### src/rtl/rof_pkg.sv
// package: shared types, codes and defaults for the radius outlier filter
`timescale 1ns / 1ps

package rof_pkg;

  // default store depth
  localparam int MAX_POINTS_DEF = 1024;

  // field widths fixed by the interface
  localparam int COORD_W = 16;
  localparam int INDEX_W = 10;
  localparam int NBCNT_W = 11;
  localparam int RADIUS_W = 16;
  localparam int STATUS_W = 3;
  localparam int FUNC_W = 2;
  localparam int SQ_W = 2 * COORD_W;
  localparam int DIST_W = SQ_W + 2;

  // function codes
  localparam logic [FUNC_W-1:0] FUNC_CLEAR = 2'd0;
  localparam logic [FUNC_W-1:0] FUNC_APPEND = 2'd1;
  localparam logic [FUNC_W-1:0] FUNC_EVAL = 2'd2;

  // status codes
  localparam logic [STATUS_W-1:0] ST_CLEARED = 3'd0;
  localparam logic [STATUS_W-1:0] ST_APPENDED = 3'd1;
  localparam logic [STATUS_W-1:0] ST_FULL = 3'd2;
  localparam logic [STATUS_W-1:0] ST_EVALUATED = 3'd3;
  localparam logic [STATUS_W-1:0] ST_BAD_INDEX = 3'd4;

  // register indexes and reset values
  localparam logic REG_RADIUS = 1'b0;
  localparam logic REG_MIN_NB = 1'b1;
  localparam logic [RADIUS_W-1:0] RADIUS_RST = 16'd200;
  localparam logic [NBCNT_W-1:0] MIN_NB_RST = 11'd3;
  localparam logic [NBCNT_W-1:0] NBCNT_SAT = 11'h7FF;

  typedef struct packed {
    logic signed [COORD_W-1:0] x;
    logic signed [COORD_W-1:0] y;
    logic signed [COORD_W-1:0] z;
  } point_t;

  typedef struct packed {
    logic [STATUS_W-1:0] status;
    point_t              pt;
    logic [NBCNT_W-1:0]  count;
    logic                keep;
  } result_t;

endpackage

### src/rtl/rof_dist.sv
// module: two-stage squared distance and radius compare
`timescale 1ns / 1ps

module rof_dist (
  input  logic                      clk,
  input  logic                      rst_n,
  input  logic                      pt_valid,
  input  rof_pkg::point_t           pt,
  input  rof_pkg::point_t           query,
  input  logic [rof_pkg::SQ_W-1:0]  radius_sq,
  output logic                      hit_valid,
  output logic                      hit,
  output logic                      busy
);
  import rof_pkg::*;

  logic signed [COORD_W:0] dx, dy, dz;
  logic [COORD_W:0]        ax, ay, az;
  logic [SQ_W-1:0]         sqx_r, sqy_r, sqz_r;
  logic                    sq_valid_r;
  logic [DIST_W-1:0]       dist_sq;
  logic                    hit_r, hit_valid_r;

  // signed difference, magnitude fits in COORD_W bits
  assign dx = $signed({pt.x[COORD_W-1], pt.x}) - $signed({query.x[COORD_W-1], query.x});
  assign dy = $signed({pt.y[COORD_W-1], pt.y}) - $signed({query.y[COORD_W-1], query.y});
  assign dz = $signed({pt.z[COORD_W-1], pt.z}) - $signed({query.z[COORD_W-1], query.z});
  assign ax = dx[COORD_W] ? (~dx + 1'b1) : dx;
  assign ay = dy[COORD_W] ? (~dy + 1'b1) : dy;
  assign az = dz[COORD_W] ? (~dz + 1'b1) : dz;

  // stage 1: squares
  always_ff @(posedge clk) begin
    sqx_r <= SQ_W'(ax[COORD_W-1:0]) * SQ_W'(ax[COORD_W-1:0]);
    sqy_r <= SQ_W'(ay[COORD_W-1:0]) * SQ_W'(ay[COORD_W-1:0]);
    sqz_r <= SQ_W'(az[COORD_W-1:0]) * SQ_W'(az[COORD_W-1:0]);
  end

  // stage 2: sum and compare, boundary counts
  assign dist_sq = DIST_W'(sqx_r) + DIST_W'(sqy_r) + DIST_W'(sqz_r);

  always_ff @(posedge clk) begin
    hit_r <= (dist_sq <= DIST_W'(radius_sq));
  end

  always_ff @(posedge clk) begin
    if (!rst_n) begin
      sq_valid_r <= 1'b0;
      hit_valid_r <= 1'b0;
    end else begin
      sq_valid_r <= pt_valid;
      hit_valid_r <= sq_valid_r;
    end
  end

  assign hit_valid = hit_valid_r;
  assign hit = hit_r;
  assign busy = sq_valid_r | hit_valid_r;

endmodule

### config.mk
export PLATFORM = sky130hd
export DESIGN_NAME = rof_dist
export DESIGN_NICKNAME = d
export VERILOG_FILES = /design/src/rtl/rof_pkg.sv /design/src/rtl/rof_dist.sv
export SDC_FILE = /design/constraint.sdc
export NUM_CORES = 2
export LEC_CHECK = 0
export ABC_CLOCK_PERIOD_IN_PS = 8130
export BUFFER_PORTS_ARGS = -buffer_cell sky130_fd_sc_hd__clkbuf_2
export CAP_MARGIN = 20
export CORE_MARGIN = 4
export CORE_UTILIZATION = 50
export CTS_BUF_LIST = sky130_fd_sc_hd__clkbuf_4
export CTS_CLUSTER_SIZE = 10
export DETAILED_ROUTE_END_ITERATION = 10
export HOLD_SLACK_MARGIN = 0.05
export PLACE_DENSITY = 0.67
export REMOVE_ABC_BUFFERS = 1
export SYNTH_ARGS = -nofsm -noshare
export SYNTH_HDL_FRONTEND = slang
export SYNTH_SLANG_ARGS = --single-unit
### constraint.sdc
create_clock -name clk -period 8.13 [get_ports clk]
set_input_delay 0 -clock clk [delete_from_list [all_inputs] [get_ports clk]]
set_output_delay 0 -clock clk [all_outputs]
set_load 0.02 [all_outputs]
==> out/metrics.csv <==
metric;value;unit
Worst-Margin Slew;790;ps
Area Overhead vs Synth;16.8;%
Synth top area share;35.4;%
grt total ovfl;0;
GRT Total Usage;22.2;%
largest net degree at the start of global routing;18;
Std-Cell Rows;88;
Final Hold Fails;0;
Seq/Total Area, Yosys;6.52;%
asr flop ratio synth;0;%
mapped cell area;29500;um^2
fmax;0.128;GHz
Worst path slowest cell;or4b_4;
Worst setup SP type;input pin;
critical path's top delay family;adder cells;
most frequent cell after synthesis;inv_1;
Synth Instances;3401;
Required @ worst endpoint;8550;ps
hold_ws;265;ps
HPWL Detailed;61500;um
port bufs;133;
core area;58000;um^2
Top cell by count, worst path;fa_1;
drt wl/cell;14.7;um
Die ar.;62900;um^2
antenna viol nets, final;0;
Reg2Reg Depth;19;
max-cap violations;0;
Ports;134;
clock buffer count from CTS;9;
Post-Route Skew;7.99;ps
drc violations;0;
critical path endpoint category;register;
run status;complete, no violations;
H-tree Lvls;3;
Vias per Instance;5.11;
final wirelength;68600;um
clock root cell;clkbuf_4;
Clock transition at path regs;150;ps
stages on the worst setup path;37;
synth warn;0;
period utilization;96.4;%
syn avg cell area;8.67;um^2
HP Class;input pin to register;
Slew HR;46.8;%
slowest stage delay, CP;610;ps
# fillers;5203;
RePlAce Congestion;0.932;
unique cell type count in the Yosys netlist;91;
Area contributors post-synth;fa_1 (35%), ha_1 (17%), inv_1 (11%);
Final #Nets;4956;
worst path bufs/invs;10;
number of global-route vias before repair;24700;
WP data arrival;8260;ps
Worst-Skew Late Latency;480;ps
Final Max Slew Viols;0;
DR iter-0 viols;1254;
Die Width;251;um
Yosys reg bits;96;
first drt pass iteration count;5;
routed via count;23900;
Initial Util;50.8;%
initial antenna violation count;4;
# setup viols final;0;
WHS Path Cells;4;
RSZ-0062 raised after global routing;true;
Clock Sink Count;96;
number of synthesized flops with an enable pin;0;
CTS max path bufs;2;
CTS tree;yes;
share of layout cells above drive strength 1;16.7;%
first-pass GRT wire length;116000;um
die height;251;um
Setup TNS Final;0;ps
Max FO, Critical Path;5;
kind of critical path;input pin to register;
Synth top cells by count;inv_1 (829), fa_1 (521), ha_1 (401), nor2_1 (302), nand2_1 (234);
ys flop type;dfxtp_1;
leading area contributor after synthesis;fa_1;
Final Critical Period;7840;ps
stage by stage:
| stage | utilization, % | setup slack, ps | instance area (um^2) | instances |
|---|---|---|---|---|
| 5_1_grt | 59.3 | -95.9 | 34400 | 4674 |
| 2_1_floorplan | - | -430 | 29300 | 3361 |
| 6_report | 59.4 | 292 | 34400 | 4675 |
| 4_1_cts | 58.7 | 164 | 34100 | 4667 |
| 3_5_place_dp | 58.5 | -314 | 33900 | 4648 |
| 3_3_place_gp | 58.5 | -134 | 33900 | 4648 |
timing repair:
item,4_1_cts,5_1_grt
hold buffers,3,0
endpoints found under the setup margin,0,20
setup buffers,0,6
resized for setup,0,63
endpoints found under the hold margin,2,0
cell type report:
class	count	area, um^2	share of cell area [%]
tap	765	957	2.78
multi-input combinational	2415	24500	71.2
clock buffer	9	67.6	0.196
sequential	96	1920	5.58
antenna	2	5.00	0.0145
inverter	850	3190	9.26
clock inverter	7	53.8	0.156
timing repair buffer	531	3720	10.8
worst paths after layout:
check	slack, ps	from	endpoint
worst max register to register	2220	sqz_r[3]$_DFF_P_	hit$_DFF_P_
worst min register to register	480	sq_valid_r$_SDFF_PN0_	hit_valid$_SDFF_PN0_
worst max-delay path	290	pt[16]	sqy_r[31]$_DFF_P_
worst min-delay path	270	query[16]	sqy_r[0]$_DFF_P_
sequential cells by signal, indices dropped and copies added (netlist names):
register and flops:
hit 1, hit_valid 1, sq_valid_r 1, sqx_r 31, sqy_r 31, sqz_r 31
kinds of logic (layout without fill, tap and decap cells):
logic type | count (synthesis) | in the layout | synth area share [%]
AOI/OAI and AO/OA | 504 | 504 | 11.6
muxes | 6 | 6 | 0.216
adders and majority gates | 922 | 922 | 52.4
other | 2 | 5 | 0.0255
buffers and inverters | 891 | 1397 | 11.4
and+or+nand+nor | 791 | 791 | 12.2
DFF | 96 | 96 | 6.52
xor gates and xnor gates | 189 | 189 | 5.74
layout by cell type, fill, tap and decap left out, types with 10 or more instances in the layout:
master    instances
a21oi_1         123
a21o_1           83
xor2_1           57
a211oi_1         15
o21a_1           35
o211ai_1         13
inv_1           829
fa_1            520
inv_2            10
dfxtp_1          96
nand4_1          18
and2_1           16
nand2b_1         36
or2_2            13
o21bai_1         15
ha_1            401
a21oi_2          10
nor2_1          300
xnor2_2          11
or3_1            14
buf_4           390
o31ai_1          12
clkinv_1         12
o21ai_0          83
nand2_1         233
clkbuf_2        133
nor2b_1          22
nor3_1           48
and3_1           19
nand3_1          35
xnor2_1         119
layer usage:
| metal | GRT usage, % | vias to the layer above | part of all wire, % |
|---|---|---|---|
| met2 | 38.2 | 447 | 49 |
| met5 | 0 | - | 0 |
| li1 | - | 11700 | - |
| met3 | 2.35 | 81 | 4.8 |
| met1 | 30.8 | 11700 | 44 |
| met4 | 4.06 | 0 | 1.9 |
worst reg2reg max path, delay by kind of cell (launching register included):
kind / cells / cell delay [ps]
flip-flops: 1 / 490
AO/OA/AOI/OAI: 11 / 3140
XOR/XNOR: 1 / 180
adder cells (fa/ha/maj): 3 / 980
AND/OR/NAND/NOR: 4 / 1000
Power is not shown: default switching activity piles up to over one toggle a cycle in this logic, so the estimate is an artifact.
